==> src/hw/rtl/arst_pkg.sv <==
`timescale 1ns / 1ps
// ----------------------------------------------------------------------------
// arst_pkg
// Shared types and constants of the address range segment table.
// ----------------------------------------------------------------------------
package arst_pkg;

  localparam int MAX_SEGMENTS = 256;
  localparam int IDX_W        = $clog2(MAX_SEGMENTS);
  localparam int LINK_W       = IDX_W + 1;
  localparam logic [LINK_W-1:0] END_MARK = LINK_W'(MAX_SEGMENTS);

  localparam logic [1:0] MODE_ADD    = 2'd0;
  localparam logic [1:0] MODE_REMOVE = 2'd1;
  localparam logic [1:0] MODE_FIND   = 2'd2;

  localparam logic [1:0] ST_OK        = 2'd0;
  localparam logic [1:0] ST_NOT_FOUND = 2'd1;
  localparam logic [1:0] ST_OVERLAP   = 2'd2;
  localparam logic [1:0] ST_FULL      = 2'd3;

  localparam logic REG_LOW_BOUND  = 1'b0;
  localparam logic REG_HIGH_BOUND = 1'b1;

  typedef struct packed {
    logic [31:0]       start;
    logic [31:0]       length;
    logic [2:0]        prot;
    logic [LINK_W-1:0] next;
  } seg_rec_t;

  typedef struct packed {
    logic             alloc;
    logic             free_en;
    logic [IDX_W-1:0] idx;
  } pool_req_t;

  typedef struct packed {
    logic             full;
    logic [IDX_W-1:0] idx;
  } pool_stat_t;

endpackage

==> src/hw/rtl/arst_free_pool.sv <==
`timescale 1ns / 1ps
// ----------------------------------------------------------------------------
// arst_free_pool
// Slot allocator: a stack of released slots over a high-water mark.
// ----------------------------------------------------------------------------
module arst_free_pool (
  input  logic                 clk,
  input  logic                 rst,
  input  arst_pkg::pool_req_t  req,
  output arst_pkg::pool_stat_t stat
);

  logic [arst_pkg::IDX_W-1:0]  free_mem [arst_pkg::MAX_SEGMENTS];
  logic [arst_pkg::LINK_W-1:0] sp;
  logic [arst_pkg::LINK_W-1:0] hwm;
  logic [arst_pkg::LINK_W-1:0] sp_dec;
  logic [arst_pkg::IDX_W-1:0]  pop_data;
  logic [arst_pkg::IDX_W-1:0]  hold_idx;
  logic                        use_stack;

  assign sp_dec    = sp - arst_pkg::LINK_W'(1);
  assign stat.full = (sp == '0) && (hwm == arst_pkg::END_MARK);
  assign stat.idx  = use_stack ? pop_data : hold_idx;

  always_ff @(posedge clk) begin
    if (rst) begin
      sp  <= '0;
      hwm <= '0;
    end else if (req.alloc) begin
      if (sp != '0) begin
        sp <= sp_dec;
      end else begin
        hwm <= hwm + arst_pkg::LINK_W'(1);
      end
    end else if (req.free_en) begin
      sp <= sp + arst_pkg::LINK_W'(1);
    end
  end

  always_ff @(posedge clk) begin
    if (req.free_en) begin
      free_mem[sp[arst_pkg::IDX_W-1:0]] <= req.idx;
    end
    if (req.alloc) begin
      use_stack <= (sp != '0);
      pop_data  <= free_mem[sp_dec[arst_pkg::IDX_W-1:0]];
      hold_idx  <= hwm[arst_pkg::IDX_W-1:0];
    end
  end

endmodule

==> config.mk <==
export PLATFORM = sky130hd
export DESIGN_NAME = arst_free_pool
export DESIGN_NICKNAME = d
export VERILOG_FILES = /design/src/hw/rtl/arst_pkg.sv /design/src/hw/rtl/arst_free_pool.sv
export SDC_FILE = /design/constraint.sdc
export NUM_CORES = 2
export LEC_CHECK = 0
export BUFFER_PORTS_ARGS = -buffer_cell sky130_fd_sc_hd__buf_2
export CORE_MARGIN = 1.5
export CORE_UTILIZATION = 57
export CTS_BUF_LIST = sky130_fd_sc_hd__clkbuf_16
export DETAILED_ROUTE_END_ITERATION = 12
export GPL_TIMING_DRIVEN = 0
export PLACE_DENSITY = 0.71
export RECOVER_POWER = 25
export SYNTH_ARGS = -nofsm -noshare
export SYNTH_HDL_FRONTEND = slang
export SYNTH_SLANG_ARGS = --single-unit
export TNS_END_PERCENT = 1
==> constraint.sdc <==
create_clock -name clk -period 3.8 [get_ports clk]
set_input_delay 0.76 -clock clk [delete_from_list [all_inputs] [get_ports clk]]
set_output_delay 0.76 -clock clk [all_outputs]
set_load 0.03 [all_outputs]
==> Flow_metrics.wiki <==
{| class="wikitable"
! Metric !! Value
|-
| Status || complete, but fails checks
|-
| Failing checks || capacitance limit, slew limit, setup timing
|-
| Antenna violation net count after detailed routing || 0
|-
| Area share of the largest cell type after synthesis || 0.772
|-
| Netlist area before placement || 80300 um^2
|-
| Number of buffers on the longest clock path || 3
|-
| Post-synth EDFFs || 2065
|-
| TritonCTS clock tree || yes
|-
| Critical Path Start Type || flip-flop
|-
| Die Footprint || 143000 um^2
|-
| Number of buffer cells added on primary ports || 19
|-
| Horizontal extent of the die || 378 um
|-
| Area growth from synthesis to layout || 13.9%
|-
| Headroom to the max-slew limit || -1.30
|-
| Post-synthesis area per instance || 21.3 um^2
|-
| Critical Path End || pop_data[3]
|-
| Final Util || 0.655
|-
| Logic depth of the worst register-to-register path || 18
|-
| Final-report max-slew violation count || 1008
|-
| Vias in the first global route || 40.1k
|-
| Nets@finish || 4055
|-
| Worst-path clk slew || 60 ps
|-
| DIE HEIGHT || 378 um
|-
| Vias after detailed routing || 41.1k
|-
| I/O Pins || 21
|-
| Biggest fanout along the worst timing path || 10
|-
| Net count of the mapped netlist || 3790
|-
| Fillers || 8873
|-
| Flops & latches, synth || 2083
|-
| Count of final hold-check violations || 0
|-
| CTS Sinks || 2083
|-
| Initial cell density of the core || 0.575
|-
| Final worst path period need || 4040 ps
|-
| Wire length after detailed routing || 210 mm
|-
| Count of cell types in the netlist || 45
|-
| HPWL after DPL || 133 mm
|-
| Std cell rows || 137
|-
| Data arrival at the endpoint of the critical path || 4710 ps
|-
| Maximum number of pins on one net before global-route repair || 158
|-
| Overall fraction of global-route tracks in use || 0.300
|-
| FFs w/ async S/R, synth || 0
|-
| Register area || 62400 um^2
|-
| Placed cell count || 5686
|-
| Number of antenna violations at the first check in global routing || 4
|-
| Aggregate global routing overflow || 0
|-
| DRC marker count from the first detailed-route iteration || 6294
|-
| Type of the worst setup path || flip-flop to flip-flop
|-
| TritonRoute pass-1 iters || 8
|-
| Smallest setup slack after layout || -237 ps
|-
| Sequential share of the synthesized area || 0.777
|-
| Final setup violating endpoints || 443
|-
| Critical Path Sink Type || flip-flop
|-
| Leading area contributor after synthesis || sky130_fd_sc_hd__edfxtp_1
|-
| CTS Root Cell || sky130_fd_sc_hd__clkbuf_16
|-
| Setup Skew || 32.2 ps
|-
| Post-Place Cell Area || 83400 um^2
|-
| Maximum vdd ir drop || 0.640 mV
|-
| Multi-input gate area in the final layout || 17900 um^2
|-
| Startpoint of the worst-slack reg-to-reg timing path || sp[0]
|-
| Origin of the worst setup path || sp[0]
|-
| Dominant register cell in the synthesized netlist || sky130_fd_sc_hd__edfxtp_1
|-
| Maximum operating frequency || 248 MHz
|-
| Ratio of final minimum period to clock period || 1.06
|-
| Required time worst endpoint || 4470 ps
|-
| Clock insertion delay at the later pin of the skew report || 850 ps
|-
| Top area cells in the synthesized netlist || sky130_fd_sc_hd__edfxtp_1, sky130_fd_sc_hd__mux4_2, sky130_fd_sc_hd__a22oi_1, sky130_fd_sc_hd__nor2_1, sky130_fd_sc_hd__clkbuf_1
|-
| Clock buffers created by TritonCTS || 202
|-
| Power per unit of standard cell area || 817 nW/um^2
|-
| Gate count of the mapped netlist || 3772
|-
| Transition time at the pin with the least slew margin || 3440 ps
|-
| Core Area || 140000 um^2
|-
| Number of violations of the max-capacitance limit || 10
|-
| Leading post-synthesis cells by instance count || sky130_fd_sc_hd__edfxtp_1, sky130_fd_sc_hd__mux4_2, sky130_fd_sc_hd__nor2_1, sky130_fd_sc_hd__a22oi_1, sky130_fd_sc_hd__clkbuf_1
|-
| Final cell count without fillers || 6087
|-
| Crit Reg-Reg Endpoint || pop_data[3]
|-
| Reg-to-reg slack, setup || -240 ps
|-
| Standby leakage power || 28.3 nW
|-
| Share of layout cells above drive strength 1 || 0.290
|-
| Vias per cell || 6.76
|-
| Unrepaired setup endpoints after global routing || yes
|-
| Drc violations || 0
|-
| Hold/Removal Path Class || input pin to flip-flop
|-
| Routed wirelength normalized by instance count || 34.5 um
|-
| CTS H-tree lvls || 4
|-
| Final worst hold slack || 436 ps
|-
| Wire length of the first global-routing pass || 297 mm
|-
| Dominant cell by count in the synthesized netlist || sky130_fd_sc_hd__edfxtp_1
|-
| Yosys Warn Count || 0
|-
| Weighted congestion at the end of routability-driven global placement || 1.01
|-
| Final non-filler cell area || 91500 um^2
|}
[area by class of cell]
type                            instances  share of cell area
Sequential cell                      2083               0.682
Multi-Input combinational cell       1448               0.196
Clock buffer                          204              0.0558
Tap cell                             1876              0.0257
Buffer                                232              0.0184
Clock inverter                        171              0.0136
Timing Repair Buffer                   64             0.00859
Inverter                                6            0.000287
Antenna cell                            3           0.0000821
[how the worst min path moves through the flow]
stage / from / end / cells after the start / slack [ps]
after floorplan: hwm[1] / hold_idx[1] / 0 / 460
after global placement: sp[8] / sp[8] / 2 / 490
after detailed placement: sp[8] / sp[8] / 2 / 480
after CTS: req[9] / pop_data[0] / 1 / 330
after global routing: rst / sp[7] / 2 / 450
final: rst / sp[8] / 2 / 440
[logic make-up after synthesis]
family | count (synthesis) | synth area share
simple gates | 511 | 0.0261
xor+xnor | 16 | 0.00184
buf+inv | 241 | 0.0128
flops | 2083 | 0.777
fa+ha+maj | 6 | 0.000935
mux | 546 | 0.148
compound gates | 369 | 0.0337
[metrics by stage]
stage | setup WS, ps | total power [W] | TNS (ps)
after global routing | -205 | 0.0764 | -10470
after detailed placement | -3590 | 0.0514 | -544630
after floorplan | 2.96 | 0.0412 | 0
after CTS | -126 | 0.0740 | -3950
final | -237 | 0.0747 | -23260
after global placement | -3510 | 0.0512 | -3899570
[what timing repair did]
item / 4_1_cts / 5_1_grt
hold buffers: 0 / 0
gates cloned: 1 / 0
setup endpoints to repair: 960 / 608
gates resized for setup: 316 / 73
pin swaps: 20 / 1
buffers inserted: 25 / 0
[sequential cells by signal, indices dropped and copies added, names as in the netlist]
register / flops
sp: 9
hwm: 9
hold_idx: 8
pop_data: 8
free_mem: 2048
use_stack: 1
[critical path: stages, from the launching register on]
cell,delay (ps)
sky130_fd_sc_hd__dfxtp_2,340
sky130_fd_sc_hd__buf_6,100
sky130_fd_sc_hd__buf_12,130
sky130_fd_sc_hd__buf_12,120
sky130_fd_sc_hd__buf_12,110
sky130_fd_sc_hd__buf_12,120
sky130_fd_sc_hd__clkinvlp_4,100
sky130_fd_sc_hd__ha_4,170
sky130_fd_sc_hd__buf_4,190
sky130_fd_sc_hd__xor2_4,190
sky130_fd_sc_hd__buf_4,160
sky130_fd_sc_hd__a21oi_2,330
sky130_fd_sc_hd__buf_4,360
sky130_fd_sc_hd__buf_2,410
sky130_fd_sc_hd__a22o_1,240
sky130_fd_sc_hd__nor2_1,60
sky130_fd_sc_hd__o221ai_2,350
sky130_fd_sc_hd__a32oi_2,200
sky130_fd_sc_hd__o221ai_1,170
[layer usage]
layer | part of all wire | GRT usage | vias to the layer above
li1 | - | - | 16400
met1 | 0.38 | 0.429 | 21700
met2 | 0.47 | 0.448 | 2693
met3 | 0.11 | 0.0768 | 417
met4 | 0.041 | 0.117 | 2
met5 | 0.000038 | 0 | -
[cells in the final DEF, fill, tap and decap left out, types with 17 or more instances in the layout]
master,n
sky130_fd_sc_hd__a22o_1,48
sky130_fd_sc_hd__a21oi_1,55
sky130_fd_sc_hd__inv_1,40
sky130_fd_sc_hd__a22oi_1,178
sky130_fd_sc_hd__clkbuf_4,22
sky130_fd_sc_hd__clkbuf_1,45
sky130_fd_sc_hd__dfxtp_1,17
sky130_fd_sc_hd__clkinv_1,62
sky130_fd_sc_hd__mux4_2,512
sky130_fd_sc_hd__buf_4,31
sky130_fd_sc_hd__nand3_1,39
sky130_fd_sc_hd__nor2_2,91
sky130_fd_sc_hd__nor2_1,203
sky130_fd_sc_hd__clkbuf_16,213
sky130_fd_sc_hd__nand2_1,115
sky130_fd_sc_hd__clkbuf_2,47
sky130_fd_sc_hd__clkinv_2,39
sky130_fd_sc_hd__edfxtp_1,2065
sky130_fd_sc_hd__clkbuf_8,23
sky130_fd_sc_hd__buf_2,75
[where the power goes]
group	leakage [nW]	total, W	internal, W	switching [W]
Clock	3.25	0.0193	0.0107	0.00863
Sequential	18.7	0.0257	0.0256	0.0000931
Combinational	6.30	0.0296	0.0113	0.0183
Power figures use the tool's default switching activity.
